### config.mk
export PLATFORM = sky130hd
export DESIGN_NAME = float_to_rgbe_encoder
export DESIGN_NICKNAME = d
export VERILOG_FILES = /design/src/sv/rgbe_pkg.sv /design/src/sv/rgbe_max.sv /design/src/sv/rgbe_lane.sv /design/src/sv/float_to_rgbe_encoder.sv
export SDC_FILE = /design/constraint.sdc
export NUM_CORES = 2
export LEC_CHECK = 0
export BUFFER_PORTS_ARGS = -buffer_cell sky130_fd_sc_hd__buf_2
export CORE_MARGIN = 2
export CORE_UTILIZATION = 65
export CTS_CLUSTER_SIZE = 8
export DETAILED_ROUTE_END_ITERATION = 16
export GPL_TIMING_DRIVEN = 1
export PLACE_DENSITY = 0.87
export SYNTH_ARGS = -nofsm -noshare
export SYNTH_HDL_FRONTEND = slang
export SYNTH_SLANG_ARGS = --single-unit
### constraint.sdc
create_clock -name clock -period 13 [get_ports clock]
set_input_delay 0 -clock clock [delete_from_list [all_inputs] [get_ports clock]]
set_output_delay 0 -clock clock [all_outputs]
set_load 0.01 [all_outputs]
### src/sv/rgbe_pkg.sv
// shared constants, types and helpers for the rgbe encoder
package rgbe_pkg;

   localparam logic [31:0] THRESH_BITS  = 32'h3089_705F;
   localparam logic [31:0] POS_INF_BITS = 32'h7F80_0000;
   localparam logic [7:0]  MIN_EXP_BYTE = 8'd99;

   typedef struct packed {
      logic advance;
   } pipe_ctrl_type;

   function automatic logic [31:0] order_key(input logic [31:0] bits);
      order_key = bits[31] ? ~bits : (bits | 32'h8000_0000);
   endfunction

   function automatic logic is_nan(input logic [31:0] bits);
      is_nan = ({1'b0, bits[30:0]} > POS_INF_BITS);
   endfunction

endpackage

### src/sv/rgbe_max.sv
// maximum search and black pixel detection over the three components
module rgbe_max import rgbe_pkg::*; (
   input  logic [31:0] red_bits,
   input  logic [31:0] green_bits,
   input  logic [31:0] blue_bits,
   output logic [7:0]  max_field,
   output logic        black
);

   logic [31:0] key_rg;
   logic [31:0] bits_rg;
   logic [31:0] max_bits;
   logic        any_nan;

   always_comb begin
      if (order_key(green_bits) > order_key(red_bits)) begin
         key_rg  = order_key(green_bits);
         bits_rg = green_bits;
      end else begin
         key_rg  = order_key(red_bits);
         bits_rg = red_bits;
      end
      max_bits = (order_key(blue_bits) > key_rg) ? blue_bits : bits_rg;
      any_nan  = is_nan(red_bits) | is_nan(green_bits) | is_nan(blue_bits);
      black    = any_nan | max_bits[31] | (max_bits < THRESH_BITS)
               | (max_bits >= POS_INF_BITS);
      max_field = max_bits[30:23];
   end

endmodule

### src/sv/rgbe_lane.sv
// one component lane: scale by 255, then round and clamp over two stages
module rgbe_lane import rgbe_pkg::*; (
   input  logic          clock,
   input  pipe_ctrl_type ctrl,
   input  logic [31:0]   comp_bits,
   input  logic [7:0]    max_field,
   output logic [7:0]    mantissa
);

   logic [31:0] prod_ff, prod_in;
   logic [3:0]  dist_ff, dist_in;
   logic        zero_ff, zero_in;
   logic [7:0]  mant_ff, mant_in;

   logic [7:0]  eff;
   logic [23:0] sig;
   logic [8:0]  diff;
   logic [32:0] sum;
   logic [32:0] res;
   logic [5:0]  sh;

   always_comb begin
      eff     = (comp_bits[30:23] == 8'd0) ? 8'd1 : comp_bits[30:23];
      sig     = {(comp_bits[30:23] != 8'd0), comp_bits[22:0]};
      diff    = {1'b0, max_field} - {1'b0, eff};
      zero_in = comp_bits[31] | diff[8] | (diff[7:4] != 4'd0);
      dist_in = diff[3:0];
      prod_in = {8'd0, sig} * 32'd255;
   end

   always_comb begin
      sh  = 6'd24 + {2'b00, dist_ff};
      sum = {1'b0, prod_ff} + (33'd1 << (sh - 6'd1));
      res = sum >> sh;
      if (zero_ff) begin
         mant_in = 8'd0;
      end else if (res[32:8] != 25'd0) begin
         mant_in = 8'd255;
      end else begin
         mant_in = res[7:0];
      end
   end

   always_ff @(posedge clock) begin
      if (ctrl.advance) begin
         prod_ff <= prod_in;
         dist_ff <= dist_in;
         zero_ff <= zero_in;
         mant_ff <= mant_in;
      end
   end

   assign mantissa = mant_ff;

endmodule

### src/sv/float_to_rgbe_encoder.sv
// top level of the rgbe shared exponent encoder
//  channel | ports                          | direction
//  req     | req_valid req_ready req_*_bits | in, one pixel per transfer
//  rsp     | rsp_valid rsp_ready rsp_*      | out, four bytes per transfer
// rsp_valid rises once the request transfer has passed the s1, s2 and s3 valid registers
// one pixel per cycle sustained while rsp_ready holds; the three register stages advance together
// a stalled result holds every stage and drops req_ready; nothing is lost
// synchronous reset clears the valid bits only
module float_to_rgbe_encoder import rgbe_pkg::*; (
   input  logic        clock,
   input  logic        reset,
   input  logic        req_valid,
   output logic        req_ready,
   input  logic [31:0] req_red_bits,
   input  logic [31:0] req_green_bits,
   input  logic [31:0] req_blue_bits,
   output logic        rsp_valid,
   input  logic        rsp_ready,
   output logic [7:0]  rsp_red_mantissa,
   output logic [7:0]  rsp_green_mantissa,
   output logic [7:0]  rsp_blue_mantissa,
   output logic [7:0]  rsp_shared_exponent
);

   pipe_ctrl_type ctrl;

   logic        s1_valid_ff, s2_valid_ff, s3_valid_ff;
   logic [31:0] red_ff, green_ff, blue_ff;
   logic [7:0]  field1_ff, field2_ff;
   logic        black1_ff, black2_ff, black3_ff;
   logic [7:0]  exp_ff, exp_in;
   logic [7:0]  max_field;
   logic        black;
   logic [7:0]  red_mant, green_mant, blue_mant;

   assign ctrl.advance = ~(s3_valid_ff & ~rsp_ready);
   assign req_ready    = ctrl.advance;

   rgbe_max u_max (
      .red_bits  (req_red_bits),
      .green_bits(req_green_bits),
      .blue_bits (req_blue_bits),
      .max_field (max_field),
      .black     (black)
   );

   rgbe_lane u_red   (.clock(clock), .ctrl(ctrl), .comp_bits(red_ff),
                      .max_field(field1_ff), .mantissa(red_mant));
   rgbe_lane u_green (.clock(clock), .ctrl(ctrl), .comp_bits(green_ff),
                      .max_field(field1_ff), .mantissa(green_mant));
   rgbe_lane u_blue  (.clock(clock), .ctrl(ctrl), .comp_bits(blue_ff),
                      .max_field(field1_ff), .mantissa(blue_mant));

   assign exp_in = (field2_ff >= 8'd253) ? 8'd255 : (field2_ff + 8'd2);

   always_ff @(posedge clock) begin
      if (reset) begin
         s1_valid_ff <= 1'b0;
         s2_valid_ff <= 1'b0;
         s3_valid_ff <= 1'b0;
      end else if (ctrl.advance) begin
         s1_valid_ff <= req_valid;
         s2_valid_ff <= s1_valid_ff;
         s3_valid_ff <= s2_valid_ff;
      end
   end

   always_ff @(posedge clock) begin
      if (ctrl.advance) begin
         red_ff    <= req_red_bits;
         green_ff  <= req_green_bits;
         blue_ff   <= req_blue_bits;
         field1_ff <= max_field;
         black1_ff <= black;
         field2_ff <= field1_ff;
         black2_ff <= black1_ff;
         black3_ff <= black2_ff;
         exp_ff    <= exp_in;
      end
   end

   assign rsp_valid           = s3_valid_ff;
   assign rsp_red_mantissa    = black3_ff ? 8'd0 : red_mant;
   assign rsp_green_mantissa  = black3_ff ? 8'd0 : green_mant;
   assign rsp_blue_mantissa   = black3_ff ? 8'd0 : blue_mant;
   assign rsp_shared_exponent = black3_ff ? 8'd0 : exp_ff;

   // black pixel gives all zero bytes
   a_black_zero: assert property (@(posedge clock) disable iff (reset)
      rsp_valid && rsp_shared_exponent == 8'd0 |->
         rsp_red_mantissa == 8'd0 && rsp_green_mantissa == 8'd0
         && rsp_blue_mantissa == 8'd0)
      else $error("black pixel with non-zero mantissa");

   a_exp_floor: assert property (@(posedge clock) disable iff (reset)
      rsp_valid && rsp_shared_exponent != 8'd0 |->
         rsp_shared_exponent >= MIN_EXP_BYTE)
      else $error("exponent below threshold");

   a_stall_hold: assert property (@(posedge clock) disable iff (reset)
      !ctrl.advance |=> $stable(s2_valid_ff) && $stable(s1_valid_ff))
      else $error("pipeline moved during stall");

endmodule
======== Word level (Yosys, flattened, before mapping) ========
Index checks and enable logic that the tools add are counted.
word-level totals
  output and inout bits ................... 34
  ROM bits ................................ 0
  memories ................................ 0
  register bits after elaboration ......... 261
  bits in latches ......................... 0
  word-level logic and storage cells ...... 99
  memory bits (writable) .................. 0
cells by class
  reduce and logical (&&, ||, !) cells .... 12
  multiply operators ...................... 3
  equality and inequality tests ........... 0
  multiplexer cells ....................... 16
  shift operators ......................... 6
  bitwise gates (word level) .............. 17
  order comparisons ....................... 8
  divide/modulo/power cells ............... 0
  add/subtract/negate cells ............... 13
operator list
  cell                     count
  $mux W32                 6
  $add A32 B33 Y33         3
  $shl A1 B6 Y33 const A   3
  $shr A33 B6 Y33          3
  $mul A24 B8 Y32 const B  3
  $not A32 Y32             3
  $gt A31 B31 Y1 const B   3
  $mux W8                  10
  $reduce_bool A25 Y1      3
  $gt A32 B32 Y1           2
  $ge A32 B31 Y1 const B   1
  $lt A32 B30 Y1 const B   1
  $sub A8 B8 Y9            3
  $logic_not A8 Y1         3
  $reduce_bool A8 Y1       3
  $add A5 B4 Y6 const A    3
  $sub A6 B1 Y6 const B    3
  $reduce_bool A4 Y1       3
  $or A1 B1 Y1             11
  $add A8 B2 Y8 const B    1
  $ge A8 B8 Y1 const B     1
  $not A1 Y1               2
  $and A1 B1 Y1            1

======== Depth between registers and ports, before layout ========
  word-level depth ........................ 9
  depth in mapped cells ................... 29

======== Modules after synthesis ========
A second synthesis with hierarchy kept.
unflattened totals
  cell total of the unflattened synthesis .. 2,923
  area total of the unflattened synthesis .. 29,787.3 um^2
by module, submodules not included
  module                 sequential area each (um^2)  area an instance (um^2)  instances  cells an instance
  rgbe_lane at u_blue    1,321.3                      7,616.1                  1          800
  rgbe_lane at u_green   1,321.3                      7,516.0                  1          784
  rgbe_lane at u_red     1,321.3                      7,211.9                  1          693
  float_to_rgbe_encoder  3,753.6                      4,169.0                  1          191
  rgbe_max               0.0                          3,274.4                  1          455

======== Worst setup path after synthesis ========
OpenSTA, ideal clock, no wires.
  path kind ............................... flip-flop to flip-flop
  start ................................... reg s3_valid_ff, in the netlist rsp_valid
  end ..................................... reg s1_valid_ff
  setup slack ............................. 5,979 ps
  data required time ...................... 12,854 ps
  stages on the path, launching flop included .. 4
  arrival time ............................ 6,875 ps
  cells stage by stage .................... dfxtp_1 > nand2b_1 > mux2i_1 > nor2_1
between the ends
  longest elaborated chain between the ends .. 1
ends and longest elaborated chain
  what                      line                         text
  start: declaration        float_to_rgbe_encoder.sv:27  logic s1_valid_ff, s2_valid_ff, s3_valid_ff;
  start signal: assignment  float_to_rgbe_encoder.sv:64  s3_valid_ff <= s2_valid_ff;
  $and A1 B1 Y1             float_to_rgbe_encoder.sv:36  assign ctrl.advance = ~(s3_valid_ff & ~rsp_ready);
  end signal: assignment    float_to_rgbe_encoder.sv:62  s1_valid_ff <= req_valid;
  end: declaration          float_to_rgbe_encoder.sv:27
Every way passes these cells.
A chain may end at the register's enable or synchronous reset.

======== Final worst setup path ========
  start ................................... in req_red_bits[31]
  end ..................................... reg black1_ff, data pin
between the ends
  longest elaborated chain between the ends .. 9
  elaborated cells on any way between the ends .. 12
ends and longest elaborated chain
  what                    line                         text
  start: declaration      float_to_rgbe_encoder.sv:14  input logic [31:0] req_red_bits,
  $not A32 Y32            rgbe_pkg.sv:13               order_key = bits[31] ? ~bits : (bits | 32'h8000_0000);
  $mux W32 (*)            rgbe_pkg.sv:13
  $gt A32 B32 Y1          rgbe_max.sv:16               if (order_key(green_bits) > order_key(red_bits)) begin
  $mux W32                rgbe_max.sv:16
  $gt A32 B32 Y1          rgbe_max.sv:23               max_bits = (order_key(blue_bits) > key_rg) ? blue_bits : bits_rg;
  $mux W32 (*)            rgbe_max.sv:23
  via max_field[1]        float_to_rgbe_encoder.sv:32  logic [7:0] max_field;
  $lt A32 B30 Y1          rgbe_max.sv:25               black = any_nan | max_bits[31] | (max_bits < THRESH_BITS)
  $or A1 B1 Y1            rgbe_max.sv:25
  $or A1 B1 Y1 (*)        rgbe_max.sv:26               | (max_bits >= POS_INF_BITS);
  via black               float_to_rgbe_encoder.sv:33  logic black;
  end signal: assignment  float_to_rgbe_encoder.sv:74  black1_ff <= black;
  end: declaration        float_to_rgbe_encoder.sv:30  logic black1_ff, black2_ff, black3_ff;
The timed path passes the listed nets; every way through them passes the cells marked *.

==> flow_metrics.env <==
export IMPL_crit_path_start_kind="primary input"
export IMPL_root_buffer="clkbuf_16"
export IMPL_vias_per_cell=5.849
export IMPL_cts_buffer_depth=3
export IMPL_routedWlPerCell_um=19.13
export IMPL_grt_usage=0.3094
export IMPL_finalSetupViolations=0
export IMPL_p_sw_frac=0.4542
export IMPL_crit_required_ps=13400
export IMPL_timing_final_crit_share=0.4551
export IMPL_ys_types=98
export IMPL_multi_input_area_sq_um=19780
export IMPL_start_util=0.6601
export IMPL_wirelength_mm=70.78
export IMPL_async_flop_share=0
export IMPL_cap_violations=0
export IMPL_synth_edf_count=255
export IMPL_boundaryPins=134
export IMPL_cp_num_buf_inv=3
export IMPL_dr_pass1_iters=8
export IMPL_slew_viol_final=0
export IMPL_cpMaxStageDelayCell="buf_2"
export IMPL_dieArea_sq_um=46820
export IMPL_fin_skew_ps=17.05
export IMPL_fmax_mhz=169.0
export IMPL_p_seq_frac=0.193
export IMPL_grt_antenna_before_repair=8
export IMPL_first_global_vias=23318
export IMPL_finalHoldViolations=0
export IMPL_synth_seq_cells=258
export IMPL_p_leak_nw=15.52
export IMPL_cts_resized=0
export IMPL_ys_seq_area_frac=0.2632
export IMPL_clkTransAtPathRegs_ps=50
export IMPL_post_cts_buffers=0
export IMPL_grt_overflow_total=0
export IMPL_die_width_um=216.4
export IMPL_p_per_area_nw_per_um2=260.5
export IMPL_htreeDepth=2
export IMPL_dieHeight_um=216.4
export IMPL_path_class="in -> reg"
export IMPL_worstSkewPairLatency_ps=580
export IMPL_final_common_cell="inv_1"
export IMPL_peakVddDrop_v=0.0003018
export IMPL_vias=21640
export IMPL_syn_to_final_growth_pct=12.19
export IMPL_rsz0062_at_grt="false"
export IMPL_grt_pass1_wl_mm=114.6
export IMPL_tightest_slew_ps=1197
export IMPL_ys_warn_count=0
export IMPL_drt_iter0_drc=1639
export IMPL_final_cell_mix="inv_1 (505), ha_1 (338), fa_1 (333), edfxtp_1 (255), a21oi_1 (142)"
export IMPL_status="finished, final reports clean"
export IMPL_syn_instance_count=2797
export IMPL_min_path_type="in -> reg"
export IMPL_p_comb_frac=0.698
export IMPL_numCtsBuffers=39
export IMPL_cts_tree="done"
export IMPL_portBuffers=133
export IMPL_regArea_sq_um=7717
export IMPL_fill_cells=2975
export IMPL_p_int_mw=4.676
export IMPL_avgSynthCellArea_sq_um=10.48
export IMPL_synth_area_sq_um=29320
export IMPL_synth_flop_cell="edfxtp_1"
export IMPL_min_period_ps=5917
export IMPL_fin_setup_tns_ps=0
export IMPL_ant_nets=0
export IMPL_cpPeakStageDelay_ps=720
export IMPL_p_sw_mw=3.891
export IMPL_crit_arrival_ps=6320
export IMPL_rows=77
export IMPL_worstPathCellList="buf_2, xor2_1, inv_1, ha_1, nand4_1, or2_2, o22ai_1, o31ai_1, o22ai_4, buf_4, mux2i_1, ha_1, a21oi_1, o22ai_1, o21a_1, o21a_1, o21ai_0, o311ai_0, a21o_1, nand2_1, mux2_2, o41a_1, o211ai_1"
export IMPL_cp_end_kind="register"
export IMPL_critical_path_max_fanout=34
export IMPL_fin_util=0.7406
export IMPL_drc=0
export IMPL_grt_max_degree=75
export IMPL_drive_above_1_share=0.07608
export IMPL_slew_headroom=0.2022
export IMPL_routabilityCongestion=0.9538
export IMPL_hpwlAfterDp_mm=55.51
export IMPL_nNetsFinal=3861
export IMPL_core_area_sq_um=44410
export IMPL_pwr_share_clk=0.108
export IMPL_cts_sinks=258
export IMPL_cpLargestDelayFamily="compound AO/OA/AOI/OAI gates"
==> metrics by stage <==
stage	std cells	instance area (sq um)	total power [mW]	worst slack (ps)	hold slack [ps]
3_5_place_dp	3546	30840	7.463	6622	199.3
5_1_grt	3699	32890	9.367	6625	143.5
6_report	3700	32890	8.568	7083	130.6
2_1_floorplan	2862	29560	6.275	5979	69.07
3_3_place_gp	3546	30840	7.206	6821	186.8
4_1_cts	3694	32880	8.506	7194	106.7
==> repair_timing <==
action,4_1_cts,5_1_grt
hold buffers,95,0
setup endpoints to repair,0,0
hold endpoints to repair,105,0
==> per-layer routing <==
metal / wire length [um] / up-vias / GRT usage
li1: - / 10101 / -
met1: 26830 / 10500 / 0.3618
met2: 35240 / 789 / 0.5388
met3: 4987 / 246 / 0.06849
met4: 3704 / 4 / 0.1537
met5: 22 / - / 0
==> cells by family (layout without fill, tap and decap cells) <==
kind of cell / Yosys count / in the layout / share of synthesized area
adder cells (fa/ha/maj): 671 / 671 / 0.3716
AND/OR/NAND/NOR: 557 / 557 / 0.09692
buffers and inverters: 552 / 792 / 0.07127
AO/OA/AOI/OAI: 514 / 514 / 0.1212
flip-flops: 258 / 258 / 0.2632
XOR/XNOR: 192 / 192 / 0.05736
multiplexers: 52 / 52 / 0.01827
other: 1 / 72 / 0.0001279
==> final cells by class <==
cell class,count,area share
antenna,6,0.0004565
sequential,258,0.2346
clock buffer,47,0.03089
timing repair buffer,234,0.05052
inverter,505,0.05763
multi-input combinational,2052,0.6013
clock inverter,6,0.002092
tap,592,0.02252
==> cells in the mapped netlist (all sizes together), types with 10 or more instances <==
master / instances / share of area
ha: 338 / 0.14
a221o: 12 / 0.0041
mux2i: 40 / 0.014
nor2b: 55 / 0.012
o211ai: 10 / 0.0027
a31oi: 22 / 0.0052
inv: 505 / 0.065
o21a: 30 / 0.0077
o31ai: 10 / 0.0029
fa: 333 / 0.23
nor3: 58 / 0.010
nor2: 125 / 0.016
o21ai: 86 / 0.015
clkbuf: 26 / 0.0033
a21o: 73 / 0.019
a21boi: 10 / 0.0026
nand2b: 49 / 0.010
buf: 21 / 0.0033
or2: 12 / 0.0026
mux2: 12 / 0.0046
a21oi: 144 / 0.025
a211oi: 19 / 0.0055
xnor2: 74 / 0.022
nand3: 46 / 0.0079
nand4: 32 / 0.0068
nor4: 25 / 0.0053
xor2: 118 / 0.035
o21bai: 16 / 0.0041
and3: 22 / 0.0047
or3: 12 / 0.0027
edfxtp: 255 / 0.26
nand2: 97 / 0.012
==> registers in the layout (all words and copies together), names as in the netlist, 31 cells and up <==
name	flops
u_green.prod_ff	31
blue_ff	32
u_blue.prod_ff	31
u_red.prod_ff	31
red_ff	32
green_ff	32
==> path summary, 6_finish.rpt <==
path                                            from                            to  slack, ps  cells after the start
worst max-delay path                req_red_bits[31]           black1_ff$_DFFE_PN_       7080                     23
worst min register to register   black2_ff$_DFFE_PN_           black3_ff$_DFFE_PN_        420                      0
worst max register to register  blue_ff[2]$_DFFE_PN_  u_blue.prod_ff[30]$_DFFE_PN_       7160                     18
worst min-delay path               req_blue_bits[31]         blue_ff[31]$_DFFE_PN_        130                      1
==> power groups by stage <==
stage	Clock [mW]	Sequential [mW]	Combinational, mW
6_report	0.928	1.66	5.98
5_1_grt	0.972	1.68	6.71
3_3_place_gp	0	1.65	5.55
3_5_place_dp	0	1.67	5.80
4_1_cts	0.944	1.65	5.91
2_1_floorplan	0	1.56	4.72
No activity file was read; power rests on OpenSTA's default activity.
